$ cat src/rtl/core/scfw_pkg.sv
// ----------------------------------------------------------------------------
// scfw_pkg
// Shared widths, operation codes and defaults of the sector cache directory.
// ----------------------------------------------------------------------------
package scfw_pkg;

   localparam int unsigned ENTRIES_DEF = 64;
   localparam int unsigned SLOT_W      = 6;
   localparam int unsigned SECTOR_W    = 32;
   localparam int unsigned OP_W        = 2;

   localparam logic [OP_W-1:0] OP_READ  = 2'd0;
   localparam logic [OP_W-1:0] OP_WRITE = 2'd1;
   localparam logic [OP_W-1:0] OP_FLUSH = 2'd2;

   typedef enum logic [5:0] {
      ST_IDLE      = 6'b000001,
      ST_SEARCH    = 6'b000010,
      ST_EVICT     = 6'b000100,
      ST_FLUSH_SCAN = 6'b001000,
      ST_FLUSH_RD  = 6'b010000,
      ST_RESP      = 6'b100000
   } state_type;

endpackage

$ cat src/rtl/core/sector_cache_fifo_writeback.sv
// ----------------------------------------------------------------------------
// sector_cache_fifo_writeback
// Fully associative sector cache directory with FIFO replacement and
// write-back dirty tracking; one tag comparator walks the tag memory.
// ----------------------------------------------------------------------------
//  channel | direction | handshake          | payload
//  req     | in        | req_valid/req_stall | operation, sector
//  rsp     | out       | rsp_valid/rsp_stall | hit, slot, fill, writeback,
//          |           |                     | writeback_sector, last
//
//  read/write: up to one tag memory read per filled entry, plus an eviction
//    step when a full cache misses
//  flush: scans up to ENTRIES slots from the oldest; each dirty entry is read and returned
//  req_stall is high from acceptance until the last result is taken
//  a stalled result holds its register and pauses the flush walk
//  reset clears dirty marks, fill count and oldest slot; tags need no clear
module sector_cache_fifo_writeback
   import scfw_pkg::*;
#(
   parameter int unsigned ENTRIES = ENTRIES_DEF
) (
   input  logic                clock,
   input  logic                reset,
   input  logic                req_valid,
   output logic                req_stall,
   input  logic [OP_W-1:0]     req_operation,
   input  logic [SECTOR_W-1:0] req_sector,
   output logic                rsp_valid,
   input  logic                rsp_stall,
   output logic                rsp_hit,
   output logic [SLOT_W-1:0]   rsp_slot,
   output logic                rsp_fill,
   output logic                rsp_writeback,
   output logic [SECTOR_W-1:0] rsp_writeback_sector,
   output logic                rsp_last
);

   localparam int unsigned IDX_W = $clog2(ENTRIES);
   localparam int unsigned CNT_W = $clog2(ENTRIES + 1);

   state_type            state_ff, state_in;
   logic [OP_W-1:0]      op_ff, op_in;
   logic [SECTOR_W-1:0]  sector_ff, sector_in;
   logic [ENTRIES-1:0]   dirty_ff, dirty_in;
   logic [CNT_W-1:0]     count_ff, count_in;
   logic [IDX_W-1:0]     oldest_ff, oldest_in;
   logic [CNT_W-1:0]     iss_ff, iss_in;
   logic                 cmp_vld_ff, cmp_vld_in;
   logic [IDX_W-1:0]     cmp_idx_ff, cmp_idx_in;
   logic [IDX_W-1:0]     ptr_ff, ptr_in;

   logic                 hit_ff, hit_in;
   logic [IDX_W-1:0]     slot_ff, slot_in;
   logic                 fill_ff, fill_in;
   logic                 wb_ff, wb_in;
   logic [SECTOR_W-1:0]  wbs_ff, wbs_in;
   logic                 last_ff, last_in;

   logic [SECTOR_W-1:0]  tag_mem_ff [ENTRIES];
   logic [SECTOR_W-1:0]  rd_data_ff;
   logic [IDX_W-1:0]     rd_addr;
   logic                 wr_en;
   logic [IDX_W-1:0]     wr_addr;

   logic                 req_take;
   logic                 tag_match;
   logic                 full;
   logic [ENTRIES-1:0]   ptr_bit;
   logic [IDX_W-1:0]     ptr_next;
   logic [IDX_W-1:0]     oldest_next;

   assign req_stall = (state_ff != ST_IDLE);
   assign req_take  = req_valid && !req_stall;
   assign rsp_valid = (state_ff == ST_RESP);

   assign rsp_hit              = hit_ff;
   assign rsp_slot             = SLOT_W'(slot_ff);
   assign rsp_fill             = fill_ff;
   assign rsp_writeback        = wb_ff;
   assign rsp_writeback_sector = wbs_ff;
   assign rsp_last             = last_ff;

   assign tag_match   = cmp_vld_ff && (rd_data_ff == sector_ff);
   assign full        = (count_ff == CNT_W'(ENTRIES));
   assign ptr_bit     = {{(ENTRIES-1){1'b0}}, 1'b1} << ptr_ff;
   assign ptr_next    = (ptr_ff == IDX_W'(ENTRIES - 1)) ? '0 : ptr_ff + 1'b1;
   assign oldest_next = (oldest_ff == IDX_W'(ENTRIES - 1)) ? '0 : oldest_ff + 1'b1;

   always_comb begin
      state_in   = state_ff;
      op_in      = op_ff;
      sector_in  = sector_ff;
      dirty_in   = dirty_ff;
      count_in   = count_ff;
      oldest_in  = oldest_ff;
      iss_in     = iss_ff;
      cmp_vld_in = 1'b0;
      cmp_idx_in = cmp_idx_ff;
      ptr_in     = ptr_ff;
      hit_in     = hit_ff;
      slot_in    = slot_ff;
      fill_in    = fill_ff;
      wb_in      = wb_ff;
      wbs_in     = wbs_ff;
      last_in    = last_ff;
      rd_addr    = ptr_ff;
      wr_en      = 1'b0;
      wr_addr    = oldest_ff;

      unique case (state_ff)
         ST_IDLE: begin
            if (req_take) begin
               op_in     = req_operation;
               sector_in = req_sector;
               iss_in    = '0;
               ptr_in    = oldest_ff;
               if (req_operation == OP_READ || req_operation == OP_WRITE) begin
                  state_in = ST_SEARCH;
               end else if (req_operation == OP_FLUSH) begin
                  if (dirty_ff == '0) begin
                     hit_in   = 1'b0;
                     slot_in  = '0;
                     fill_in  = 1'b0;
                     wb_in    = 1'b0;
                     wbs_in   = '0;
                     last_in  = 1'b1;
                     state_in = ST_RESP;
                  end else begin
                     state_in = ST_FLUSH_SCAN;
                  end
               end
            end
         end

         ST_SEARCH: begin
            if (tag_match) begin
               if (op_ff == OP_WRITE) begin
                  dirty_in[cmp_idx_ff] = 1'b1;
               end
               hit_in   = 1'b1;
               slot_in  = cmp_idx_ff;
               fill_in  = 1'b0;
               wb_in    = 1'b0;
               wbs_in   = '0;
               last_in  = 1'b1;
               state_in = ST_RESP;
            end else if (iss_ff < count_ff) begin
               rd_addr    = iss_ff[IDX_W-1:0];
               cmp_vld_in = 1'b1;
               cmp_idx_in = iss_ff[IDX_W-1:0];
               iss_in     = iss_ff + 1'b1;
            end else if (!cmp_vld_ff) begin
               if (!full) begin
                  wr_en    = 1'b1;
                  wr_addr  = count_ff[IDX_W-1:0];
                  dirty_in[count_ff[IDX_W-1:0]] = (op_ff == OP_WRITE);
                  count_in = count_ff + 1'b1;
                  hit_in   = 1'b0;
                  slot_in  = count_ff[IDX_W-1:0];
                  fill_in  = 1'b1;
                  wb_in    = 1'b0;
                  wbs_in   = '0;
                  last_in  = 1'b1;
                  state_in = ST_RESP;
               end else begin
                  rd_addr  = oldest_ff;
                  state_in = ST_EVICT;
               end
            end
         end

         ST_EVICT: begin
            wr_en     = 1'b1;
            wr_addr   = oldest_ff;
            hit_in    = 1'b0;
            slot_in   = oldest_ff;
            fill_in   = 1'b1;
            wb_in     = dirty_ff[oldest_ff];
            wbs_in    = dirty_ff[oldest_ff] ? rd_data_ff : '0;
            last_in   = 1'b1;
            dirty_in[oldest_ff] = (op_ff == OP_WRITE);
            oldest_in = oldest_next;
            state_in  = ST_RESP;
         end

         ST_FLUSH_SCAN: begin
            rd_addr = ptr_ff;
            if (dirty_ff[ptr_ff]) begin
               state_in = ST_FLUSH_RD;
            end else begin
               ptr_in = ptr_next;
            end
         end

         ST_FLUSH_RD: begin
            hit_in   = 1'b0;
            slot_in  = ptr_ff;
            fill_in  = 1'b0;
            wb_in    = 1'b1;
            wbs_in   = rd_data_ff;
            last_in  = ((dirty_ff & ~ptr_bit) == '0);
            dirty_in[ptr_ff] = 1'b0;
            ptr_in   = ptr_next;
            state_in = ST_RESP;
         end

         ST_RESP: begin
            if (!rsp_stall) begin
               state_in = last_ff ? ST_IDLE : ST_FLUSH_SCAN;
            end
         end

         default: begin
            state_in = ST_IDLE;
         end
      endcase
   end

   always_ff @(posedge clock) begin
      if (reset) begin
         state_ff   <= ST_IDLE;
         dirty_ff   <= '0;
         count_ff   <= '0;
         oldest_ff  <= '0;
         cmp_vld_ff <= 1'b0;
      end else begin
         state_ff   <= state_in;
         dirty_ff   <= dirty_in;
         count_ff   <= count_in;
         oldest_ff  <= oldest_in;
         cmp_vld_ff <= cmp_vld_in;
      end
   end

   always_ff @(posedge clock) begin
      op_ff      <= op_in;
      sector_ff  <= sector_in;
      iss_ff     <= iss_in;
      cmp_idx_ff <= cmp_idx_in;
      ptr_ff     <= ptr_in;
      hit_ff     <= hit_in;
      slot_ff    <= slot_in;
      fill_ff    <= fill_in;
      wb_ff      <= wb_in;
      wbs_ff     <= wbs_in;
      last_ff    <= last_in;
   end

   // tag memory, one write and one registered read per cycle
   always_ff @(posedge clock) begin
      if (wr_en) begin
         tag_mem_ff[wr_addr] <= sector_ff;
      end
      rd_data_ff <= tag_mem_ff[rd_addr];
   end

   a_count_bound : assert property (@(posedge clock) disable iff (reset)
      count_ff <= CNT_W'(ENTRIES))
      else $error("fill count above entry count");

   a_oldest_idle : assert property (@(posedge clock) disable iff (reset)
      !full |-> oldest_ff == '0)
      else $error("oldest slot moved before cache filled");

   a_dirty_valid : assert property (@(posedge clock) disable iff (reset)
      !full |-> (dirty_ff >> count_ff) == '0)
      else $error("dirty mark on an unused slot");

   a_hit_clean : assert property (@(posedge clock) disable iff (reset)
      rsp_valid && rsp_hit |-> !rsp_fill && !rsp_writeback)
      else $error("hit transaction orders a fill or writeback");

   a_flush_clear : assert property (@(posedge clock) disable iff (reset)
      rsp_valid && rsp_writeback && !rsp_fill |-> !dirty_ff[slot_ff])
      else $error("flushed slot still marked dirty");

endmodule

$ cat config.mk
export PLATFORM = sky130hd
export DESIGN_NAME = sector_cache_fifo_writeback
export DESIGN_NICKNAME = d
export VERILOG_FILES = /design/src/rtl/core/scfw_pkg.sv /design/src/rtl/core/sector_cache_fifo_writeback.sv
export SDC_FILE = /design/constraint.sdc
export NUM_CORES = 2
export LEC_CHECK = 0
export BUFFER_PORTS_ARGS = -buffer_cell sky130_fd_sc_hd__buf_2
export CAP_MARGIN = 10
export CORE_ASPECT_RATIO = 1.75
export CORE_MARGIN = 5
export CORE_UTILIZATION = 47
export CTS_CLUSTER_DIAMETER = 60
export DETAILED_ROUTE_END_ITERATION = 8
export HOLD_SLACK_MARGIN = 0.12
export SLEW_MARGIN = 20
export SYNTH_ARGS = -nofsm -noshare
export SYNTH_HDL_FRONTEND = slang
export SYNTH_SLANG_ARGS = --single-unit
$ cat constraint.sdc
create_clock -name clock -period 6.7 [get_ports clock]
set_input_delay 0.67 -clock clock [delete_from_list [all_inputs] [get_ports clock]]
set_output_delay 0.67 -clock clock [all_outputs]
set_load 0.01 [all_outputs]
==> out/results.md <==
| Stage | Result | Reported |
| --- | --- | --- |
| critical path | R2r startpoint | count_ff[5]$_SDFFE_PP0P_ |
| floorplan | Die Span Y | 610.8 microns |
| synth | Dominant cell type by area after synthesis | edfxtp_1 |
| finish | Share of cells above drive strength 1 | 0.1541 |
| synth | Share of the synthesized area in the top cell type | 0.6638 |
| critical path | Internal reg-to-reg setup slack | 0.48 ns |
| worst hold path | Instance count along the most critical hold path | 2 |
| global route | Wire length of the first global-routing pass | 526.8 mm |
| route | DRC violation count after routing | 0 |
| global route | Vias in the first global route | 65580 |
| floorplan | Total die area | 215800 sq um |
| global route | GRT overflow | 0 |
| critical path | R2R Path End | rd_data_ff[31]$_DFF_P_ |
| critical path | Startpoint class of the critical path | flop |
| floorplan | Num ports | 82 |
| pwr | Total power of the final layout | 41.16 mW |
| synth | XOR/XNOR Fraction of Synth Area | 0.004427 |
| global route | Overall fraction of global-route tracks in use | 0.3452 |
| clock network | H-tree depth | 4 |
| timing | Highest achievable clock rate | 160.8 MHz |
| global route | Pin count of the biggest net entering global routing | 179 |
| route | Count of TritonRoute iterations in the first routing pass | 8 |
| timing | Total negative setup slack | 0 ns |
| critical path | Req. time, crit path | 7.48 ns |
| synth | Post-synth EDFFs | 2143 |
| synth | Synth warn | 0 |
| synth | Avg Synthesized Cell Area | 14.25 sq um |
| worst hold path | Hold crit path type | in2reg |
| pwr | Leakage power total | 35.77 nW |
| clock network | Clk slew on worst S/H paths | 0.07 ns |
| timing | Share of the cycle needed by the critical path after routing | 0.9284 |
| clock network | Maximum buffer depth of the clock tree | 4 |
| critical path | Arrival time at the worst endpoint | 7.00 ns |
| clock network | Root buffer cell | clkbuf_16 |
| synth | Fraction of synthesis flops using an asynchronous set or reset pin | 0 |
| clock network | Count of instances resized after the clock tree is built | 0 |
| worst hold path | Worst hold path startpoint | req_valid |
| timing | Slew of the pin with the lowest slew margin | 1.362 ns |
| synth | Number of synthesized register bits | 2259 |
| synth | Cell types with the largest area share after synthesis | edfxtp_1 (66%), mux2i_1 (6.3%), o31ai_1 (3.0%) |
| route | Via density | 6.904 |
| place | Number of port buffers | 81 |
| floorplan | Core region area | 205300 sq um |
| place | Placed wire-length estimate after detailed placement | 240.0 mm |
| synth | Synthesized-area fraction occupied by and/or/nand/nor cells | 0.06445 |
| floorplan | Initial Utilization | 0.4721 |
| pwr | Power Density | 374.0 nW/um^2 |
| timing | Worst hold slack after final layout | 0.1998 ns |
| clock network | Worst skew pair latency | 0.90 ns |
| synth | Synthesized netlist net count | 6856 |
| job | Max-capacitance violation count | 0 |
| finish | Area grow syn2layout | 13.55% |
| synth | Post-synthesis share of cell area spent on full adders, half adders and majority gates | 0.002065 |
| clock network | Number of sinks handled by clock tree synthesis | 2259 |
| clock network | Post-CTS setup buffers | 0 |
| route | Aggregate routed wire length | 383.4 mm |
| clock network | Number of clock buffers inserted by TritonCTS | 212 |
| synth | Fraction of synthesized area in multiplexers | 0.08168 |
| synth | Dominant combinational cell family by area after synthesis | compound AO/OA/AOI/OAI gates |
| timing | Relative slew slack | 0.08211 |
| synth | Post-synth cell types | 87 |
| timing | Final number of hold-violating endpoints | 0 |
| synth | Top flip-flop cell by instance count after synthesis | edfxtp_1 |
| critical path | CP Class | reg2reg |
| route | Antenna Nets Post-Route | 0 |
| global route | Initial antenna violation count | 41 |
| synth | Portion of the post-synthesis area used by sequential elements | 0.6878 |
| floorplan | Horizontal die dimension | 353.3 microns |
| timing | Total setup violations reported at the end of the flow | 0 |
| floorplan | Floorplan row count | 220 |
| status | Status | complete, no violations |
| route | Initial DRC count | 8349 |
| timing | Skew final | 0.05990 ns |
| finish | Layout net count | 6966 |
| route | Average wire length per cell after detail routing | 39.22 microns |
| pwr | Worst vdd ir | 0.4043 mV |
| critical path | Crit end category | flop |
| synth | Synthesized instance count | 6802 |
| timing | Number of slew-limit violations in the final report | 0 |
| place | Final GP Congestion | 1.058 |
| route | Total via count in the routed design | 67500 |
| critical path | Path depth of the worst reg2reg path | 15 |
| synth | Post-Syn Area | 96940 sq um |
| timing | Final worst path period need | 6.220 ns |
| synth | Fraction of the mapped netlist area in compound gates | 0.1304 |
| critical path | Crit path max fanout | 21 |
| clock network | Clock tree from TritonCTS | done |
| timing | Unrepaired setup endpoints after global routing | false |
| worst hold path | Hold worst-path end | op_ff[0]$_DFFE_PP_ |
## sequential cells by signal (all words and copies together) (netlist names), named ones only
name and flops:
cmp_idx_ff 6, cmp_vld_ff 1, count_ff 7, iss_ff 7, oldest_ff 6, op_ff 2
ptr_ff 6, rd_data_ff 32, rsp_fill 1, rsp_hit 1, rsp_last 1, rsp_slot 6
rsp_writeback 1, rsp_writeback_sector 32, sector_ff 32, state_ff 6, tag_mem_ff 2048
## per-stage QoR
stage	worst slack, ns	util	area [sq um]	cells
after floorplan	0.8404	-	96940	6802
after global placement	0.5653	0.5009	102900	9326
after detailed placement	0.6045	0.5010	102900	9326
after CTS	0.6327	0.5353	109900	9737
after global routing	0.3919	0.5358	110000	9757
final	0.4799	0.5361	110100	9777
## cells by family after synthesis
| family | count (synthesis) |
|---|---|
| flops | 2259 |
| compound gates | 1828 |
| simple gates | 1196 |
| mux | 771 |
| buf+inv | 683 |
| xor+xnor | 49 |
| fa+ha+maj | 16 |
## worst max-delay path, stage by stage, from the launching register on
cell and delay [ns]:
dfxtp_1 0.66, clkinv_1 0.42, ha_1 0.47, nand4_1 0.12, and3_1 0.19, o21ai_1 0.33
and4_1 0.38, a41o_4 0.32, nor3_2 0.33, buf_12 0.27, buf_12 0.21, mux2_1 0.35
a2111oi_0 0.93, buf_4 0.23, a31oi_1 0.28, or4_1 0.58
## layer usage
metal	routed length, microns	vias to the layer above	global-route usage
met3	31000	1210	0.07574
met5	208	-	0
li1	-	27640	-
met1	126500	34710	0.3743
met2	189800	3906	0.5909
met4	35860	32	0.2626
## worst max path at each step
stage	cells past startpoint	slack, ns	startpoint	to
floorplan	8	0.84	sector_ff[21]$_DFFE_PP_	rsp_fill$_DFFE_PP_
global placement	14	0.57	count_ff[4]$_SDFFE_PP0P_	rd_data_ff[21]$_DFF_P_
detailed placement	15	0.60	count_ff[5]$_SDFFE_PP0P_	rd_data_ff[31]$_DFF_P_
CTS	15	0.63	count_ff[5]$_SDFFE_PP0P_	rd_data_ff[31]$_DFF_P_
global route	16	0.39	count_ff[4]$_SDFFE_PP0P_	rd_data_ff[17]$_DFF_P_
finish	15	0.48	count_ff[5]$_SDFFE_PP0P_	rd_data_ff[31]$_DFF_P_
## synth_stat cells (all sizes together) (34+ instances only)
| library cell | number |
|---|---|
| dfxtp | 116 |
| a2111oi | 128 |
| o221ai | 63 |
| nor3 | 48 |
| a22oi | 50 |
| or4 | 34 |
| nand3 | 35 |
| and2 | 44 |
| xnor2 | 41 |
| nand2 | 247 |
| clkbuf | 488 |
| a31oi | 202 |
| o31ai | 384 |
| a21oi | 574 |
| mux2 | 161 |
| buf | 181 |
| mux2i | 610 |
| edfxtp | 2143 |
| o22a | 228 |
| nor2 | 276 |
| nand4 | 419 |
| o21ai | 55 |
## area by class of cell
cell class	count	area [sq um]
Multi-Input combinational cell	3860	28400
Sequential cell	2259	66670
Tap cell	2664	3333
Clock inverter	106	1028
Antenna cell	39	97.59
Fill cell	16890	95270
Inverter	14	52.55
Timing Repair Buffer	565	4822
Clock buffer	270	5668
## cell usage in the layout, fill, tap and decap left out, drive strengths merged, types with 44 or more instances in the layout
cell type / instances
a21oi: 574
dfxtp: 116
a22oi: 50
nor3: 48
nor2: 276
o22a: 228
mux2: 161
a2111oi: 128
edfxtp: 2143
clkinv: 77
and2: 44
clkbuf: 270
buf: 530
nand4: 419
o31ai: 384
mux2i: 610
a31oi: 202
nand2: 247
o221ai: 63
o21ai: 55
## what timing repair did
item | in CTS | in global routing
endpoints found under the hold margin | 35 | 0
endpoints found under the setup margin | 0 | 0
hold buffers | 35 | 0
## power breakdown
group          switching, mW  internal, mW  total, mW
combinational           8.21          3.95       12.2
sequential             0.496          16.5       17.0
clock                   5.36          6.67       12.0
total                   14.1          27.1       41.2
No activity file was read; power rests on OpenSTA's default activity.
